<file path="config.mk">
export PLATFORM = sky130hd
export DESIGN_NAME = lgmc_gain
export DESIGN_NICKNAME = d
export VERILOG_FILES = /design/src/hdl/lgmc_pkg.sv /design/src/hdl/lgmc_gain.sv
export SDC_FILE = /design/constraint.sdc
export NUM_CORES = 2
export LEC_CHECK = 0
export BUFFER_PORTS_ARGS = -buffer_cell sky130_fd_sc_hd__buf_4
export CAP_MARGIN = 10
export CELL_PAD_IN_SITES_DETAIL_PLACEMENT = 1
export CELL_PAD_IN_SITES_GLOBAL_PLACEMENT = 1
export CORE_MARGIN = 4
export CORE_UTILIZATION = 56
export CTS_CLUSTER_DIAMETER = 120
export DETAILED_ROUTE_END_ITERATION = 7
export PLACE_DENSITY = 0.95
export SETUP_SLACK_MARGIN = 0.15
export SLEW_MARGIN = 25
export SYNTH_ARGS = -nofsm -noshare
export SYNTH_HDL_FRONTEND = slang
export SYNTH_SLANG_ARGS = --single-unit
</file>
<file path="constraint.sdc">
create_clock -name clk -period 18.7 [get_ports clk]
set_input_delay 3.74 -clock clk [delete_from_list [all_inputs] [get_ports clk]]
set_output_delay 3.74 -clock clk [all_outputs]
set_load 0.01 [all_outputs]
</file>
<file path="src/hdl/lgmc_pkg.sv">
// package for the linear gamut matrix converter
// widths, register and mode codes, matrix coefficient tables; no dependencies
`default_nettype none

package lgmc_pkg;

	localparam int PIX_W     = 32;
	localparam int GAIN_W    = 32;
	localparam int GAIN_FRAC = 16;
	localparam int COEF_W    = 26;
	localparam int COEF_FRAC = 24;
	localparam int CFG_IDX_W = 2;
	localparam int CFG_W     = 32;

	// gain product: signed pixel times unsigned gain
	localparam int GPROD_W = PIX_W + GAIN_W;
	// matrix product and three-term sum
	localparam int MPROD_W = COEF_W + PIX_W;
	localparam int ACC_W   = MPROD_W + 2;

	typedef enum logic [1:0] {
		MODE_GAIN_709_TO_2020 = 2'd0,
		MODE_2020_TO_709      = 2'd1,
		MODE_P3_TO_709        = 2'd2,
		MODE_IDENTITY         = 2'd3
	} mode_t;

	typedef enum logic [CFG_IDX_W-1:0] {
		REG_MODE       = 2'd0,
		REG_GAIN_RED   = 2'd1,
		REG_GAIN_GREEN = 2'd2,
		REG_GAIN_BLUE  = 2'd3
	} reg_index_t;

	typedef logic signed [COEF_W-1:0] coef_t;
	typedef logic signed [PIX_W-1:0]  pix_t;

	// stage advance enables, shared by the datapath parts
	typedef struct packed {
		logic s1;
		logic s2;
		logic s3;
		logic s4;
	} stage_en_t;

	// seven-decimal constant to 24 fractional bits, round to nearest
	function automatic longint cpos(longint n);
		return (n * 64'sd16777216 + 64'sd5000000) / 64'sd10000000;
	endfunction

	localparam coef_t C_ONE  = coef_t'(64'sd1 <<< COEF_FRAC);
	localparam coef_t C_ZERO = coef_t'(0);

	localparam coef_t MAT_709_2020 [9] = '{
		coef_t'(cpos(6274039)), coef_t'(cpos(3292830)), coef_t'(cpos(433131)),
		coef_t'(cpos(690973)),  coef_t'(cpos(9195404)), coef_t'(cpos(113623)),
		coef_t'(cpos(163914)),  coef_t'(cpos(880133)),  coef_t'(cpos(8955953))
	};

	localparam coef_t MAT_2020_709 [9] = '{
		coef_t'(cpos(16604910)),  coef_t'(-cpos(5876411)),  coef_t'(-cpos(728499)),
		coef_t'(-cpos(1245505)),  coef_t'(cpos(11328999)),  coef_t'(-cpos(83494)),
		coef_t'(-cpos(181508)),   coef_t'(-cpos(1005789)),  coef_t'(cpos(11187297))
	};

	localparam coef_t MAT_P3_709 [9] = '{
		coef_t'(cpos(12249401)), coef_t'(-cpos(2249401)),  C_ZERO,
		coef_t'(-cpos(420569)),  coef_t'(cpos(10420569)),  C_ZERO,
		coef_t'(-cpos(196376)),  coef_t'(-cpos(786361)),   coef_t'(cpos(10982737))
	};

	localparam coef_t MAT_IDENT [9] = '{
		C_ONE,  C_ZERO, C_ZERO,
		C_ZERO, C_ONE,  C_ZERO,
		C_ZERO, C_ZERO, C_ONE
	};

	// coefficient of entry idx (row * 3 + column) for a mode
	function automatic coef_t coef_sel(mode_t m, logic [3:0] idx);
		coef_t c;
		case (m)
			MODE_GAIN_709_TO_2020: c = MAT_709_2020[idx];
			MODE_2020_TO_709:      c = MAT_2020_709[idx];
			MODE_P3_TO_709:        c = MAT_P3_709[idx];
			default:               c = MAT_IDENT[idx];
		endcase
		return c;
	endfunction

endpackage

`default_nettype wire

</file>
<file path="src/hdl/lgmc_gain.sv">
// one channel of the gain step: multiply stage and round/saturate stage
// depends on lgmc_pkg
`default_nettype none

module lgmc_gain
	import lgmc_pkg::*;
(
	input  wire logic              clk,
	input  wire stage_en_t         en,
	input  wire pix_t              px,
	input  wire logic [GAIN_W-1:0] gain,
	input  wire logic              use_gain_s1,
	output pix_t                   vec_s2
);

	localparam int SHR_W = GPROD_W - GAIN_FRAC;
	localparam logic signed [GPROD_W-1:0] HALF = GPROD_W'(64'sd1 <<< (GAIN_FRAC - 1));

	logic signed [GPROD_W-1:0] prod_s1;
	pix_t                      px_s1;
	logic signed [GPROD_W-1:0] rnd;
	logic signed [SHR_W-1:0]   shr;
	logic                      fits;
	pix_t                      sat;

	always_ff @(posedge clk) begin
		if (en.s1) begin
			prod_s1 <= GPROD_W'(px * $signed({1'b0, gain}));
			px_s1   <= px;
		end
	end

	assign rnd  = prod_s1 + HALF;
	assign shr  = rnd[GPROD_W-1:GAIN_FRAC];
	assign fits = (&shr[SHR_W-1:PIX_W-1]) | ~(|shr[SHR_W-1:PIX_W-1]);

	always_comb begin
		if (fits) begin
			sat = shr[PIX_W-1:0];
		end else if (shr[SHR_W-1]) begin
			sat = {1'b1, {(PIX_W-1){1'b0}}};
		end else begin
			sat = {1'b0, {(PIX_W-1){1'b1}}};
		end
	end

	always_ff @(posedge clk) begin
		if (en.s2) begin
			vec_s2 <= use_gain_s1 ? sat : px_s1;
		end
	end

endmodule

`default_nettype wire

</file>
==> impl_metrics.py <==
metrics = {
    "synthesis": {
        "async_reset_ff_share_pct": 0,
        "ys_ff_latch": 113,
        "ys.warnings.count": 0,
        "ys.flop_type": "edfxtp_1",
        "ys_types": 80,
        "synthesis.area_um2": 38440,
        "netlist_instances": 4033,
        "synth_seq_area_share_pct": 8.827,
        "syn_area_per_cell_um2": 9.532,
        "synth_area_leaders": "fa_1 47%, and2_1 9.9%, ha_1 9.4%",
        "synth_top_area_cell": "fa_1",
        "synth_edf_count": 113,
        "yosys.area.top_type_share_pct": 46.66,
        "postSynthNetCount": 5287,
    },
    "timing": {
        "maxSlewViolCount": 0,
        "rsz0062_at_grt": "no",
        "fmax_mhz": 80.06,
        "worst_pin_slew_ns": 0.9349,
        "fin_crit_sh_pct": 66.80,
        "setup_tns_ns": 0,
        "skew_ns": 0.06091,
        "finalHoldViolations": 0,
        "setup_violations": 0,
        "relSlewSlack_pct": 37.67,
        "period_needed_ns": 12.49,
    },
    "cts": {
        "worstSkewPairLatency_ns": 0.50,
        "hold_buffers": 0,
        "cts_resized": 0,
        "clkTransAtPathRegs_ns": 0.06,
        "htree_levels": 4,
        "cts_tree": "done",
        "cts_setup_buffers": 0,
        "cts_buffers": 17,
        "clock-sinks": 113,
        "cts-root-buf": "clkbuf_16",
        "cts_buffer_depth": 2,
    },
    "critical_path": {
        "worstPathMaxFanout": 33,
        "cp.required_ns": 18.88,
        "cp_common_cell": "fa_1",
        "r2r_slack_ns": 14.25,
        "endpoint_kind": "flop",
        "cp_top_family": "adder cells",
        "r2r-end": "vec_s2[12]",
        "worstPathCellList": "buf_4, nand2_1, fa_1, inv_1, fa_1, inv_1, fa_1, inv_1, fa_1, fa_1, fa_1, fa_1, inv_1, fa_1, inv_1, ha_1, a21oi_1, o21ai_0, a221o_1, a21oi_1, o31ai_1, a31oi_1, o31ai_1, xor2_1",
        "critPathKind": "in2reg",
        "rr_startpoint": "prod_s1[48]",
        "cp_data_arrival_time_ns": 12.67,
        "critPathBufInv": 6,
        "cp.depth": 24,
        "start_kind": "input pin",
        "critPathLaunch": "px[8]",
        "cp_slowest_cell": "fa_1",
        "worst_r2r_path_depth": 10,
        "critPathMaxStageDelay_ns": 1.02,
        "crit_end": "prod_s1[54]",
    },
    "placed_design": {
        "gp_congestion": 0.9083,
        "port_buffers": 99,
        "place.detailed.hpwl_mm": 106.4,
    },
    "run": {
        "maxCapViolCount": 0,
    },
    "worst_hold_path": {
        "holdCritStartpoint": "px_s1[2]",
        "min_path_type": "reg2reg",
    },
    "grt": {
        "grt_pass1_vias": 40020,
        "grt_max_degree": 82,
        "grt_usage_pct": 47.22,
        "antenna_found_initial": 13,
        "grt_overflow": 0,
        "grt_pass1_wl_mm": 251.9,
    },
    "die": {
        "io_pins": 102,
        "start_util_pct": 56.84,
        "die_h_um": 270.0,
        "num_rows": 95,
        "die_area_um2": 72910,
        "core-area_um2": 67630,
        "fp.dieW_um": 270.0,
    },
    "routing": {
        "drc": 0,
        "wire_per_inst_um": 35.20,
        "postRouteAntennaNets": 0,
        "firstDrtPassIters": 6,
        "dr_total_vias": 33210,
        "wl_mm": 170.0,
        "drt_iter0_drc": 3896,
        "viasPerCell": 6.875,
    },
    "layout": {
        "synthToLayoutAreaGrowth_pct": 4.179,
        "drive_gt1_share_pct": 4.886,
        "fin_nets": 5191,
        "nFillCells": 7515,
    },
    "outcome": {
        "outcome": "finished clean",
    },
}
## per-layer routing
layer / track usage (%) / vias to the layer above / routed length [um]
li1: - / 11760 / -
met1: 45.45 / 16240 / 47620
met2: 73.59 / 3416 / 76800
met3: 18.69 / 1789 / 21020
met4: 51.28 / 8 / 24500
met5: 0.3289 / - / 65
## sequential cells by signal, indices dropped and copies added (netlist names)
register,flops
prod_s1,49
px_s1,32
vec_s2,32
## worst reg2reg max path: stages, from the launching register on
cell and delay (ns):
edfxtp_1 0.91, nand3_1 0.32, nor2_1 0.43, nand2_1 0.22, nor4_2 0.46, mux2_1 0.38, nor2_1 0.12, a21oi_1 0.09
o41ai_4 0.42, buf_4 0.56, a21oi_2 0.19
## layout make-up
class	count	area (um^2)	share of cell area, %
diodes	7	17.52	0.04374
multi-input cells	2829	30900	77.15
flip-flops and latches	113	3393	8.473
clock inverters	14	166.4	0.4155
well taps	873	1092	2.727
clock buffers	18	429.2	1.072
repair buffers	103	777.0	1.940
inverters	873	3277	8.182
## Yosys cell counts, types with 3 or more instances
cell and number:
a21oi_1 59, nand4_1 25, or2_2 3, a211oi_1 10
ha_1 288, nor2_1 91, and4_1 7, clkbuf_1 202
a221o_1 4, o21bai_1 7, nand3_1 25, a21oi_2 30
nand2b_1 19, and2_1 609, nor2b_1 7, a21o_1 32
nor4_1 5, xor2_1 30, inv_1 871, nor3b_1 4
or3_1 4, nor3_1 12, buf_6 4, and3_1 15
o31ai_1 4, o21ai_0 30, o211ai_1 4, a31oi_1 12
o21a_1 4, a41oi_1 5, fa_1 896, edfxtp_1 113
buf_2 5, o21ai_1 8, nand2_1 476, nand3_2 4
xnor2_1 52
## cell families after synthesis
kind of cell / after synthesis / share of synthesized area (%)
AND/OR/NAND/NOR: 1323 / 18.07
adder cells (fa/ha/maj): 1184 / 56.03
buffers and inverters: 1091 / 10.84
AO/OA/AOI/OAI: 236 / 4.251
flip-flops: 113 / 8.827
XOR/XNOR: 82 / 1.868
multiplexers: 4 / 0.1107
## through the flow
step | hold WS [ns] | util, % | instances | worst slack (ns) | instance area (um^2)
6_report | 0.5801 | 59.22 | 4830 | 6.209 | 40050
5_1_grt | 0.6014 | 59.20 | 4825 | 6.204 | 40040
4_1_cts | 0.5844 | 59.16 | 4823 | 6.689 | 40010
3_5_place_dp | 0.5575 | 58.28 | 4791 | 6.558 | 39420
3_3_place_gp | 0.5349 | 58.28 | 4791 | 7.113 | 39420
2_1_floorplan | 0.5303 | - | 4033 | 8.026 | 38440
## layout by cell type, fill, tap and decap left out, drive strengths merged, types with 8 or more instances in the layout
cell type,n
a211oi,10
a21o,33
a21oi,89
a31oi,13
and2,609
and3,18
buf,103
clkbuf,18
clkinv,10
edfxtp,113
fa,896
ha,288
inv,871
nand2,476
nand2b,19
nand3,29
nand4,26
nor2,91
nor3,14
nor4,8
o21ai,38
o21bai,8
xnor2,52
xor2,30
## worst min-delay path by stage
| stage | end | slack (ns) | cells past startpoint |
|---|---|---|---|
| 4_1_cts | vec_s2[2] | 0.58 | 2 |
| 6_report | vec_s2[2] | 0.58 | 2 |
| 3_3_place_gp | vec_s2[23] | 0.53 | 2 |
| 3_5_place_dp | vec_s2[19] | 0.56 | 2 |
| 5_1_grt | vec_s2[0] | 0.60 | 2 |
| 2_1_floorplan | vec_s2[0] | 0.53 | 2 |
Power is not shown: default switching activity piles up to over one toggle a cycle in this logic, so the estimate is an artifact.
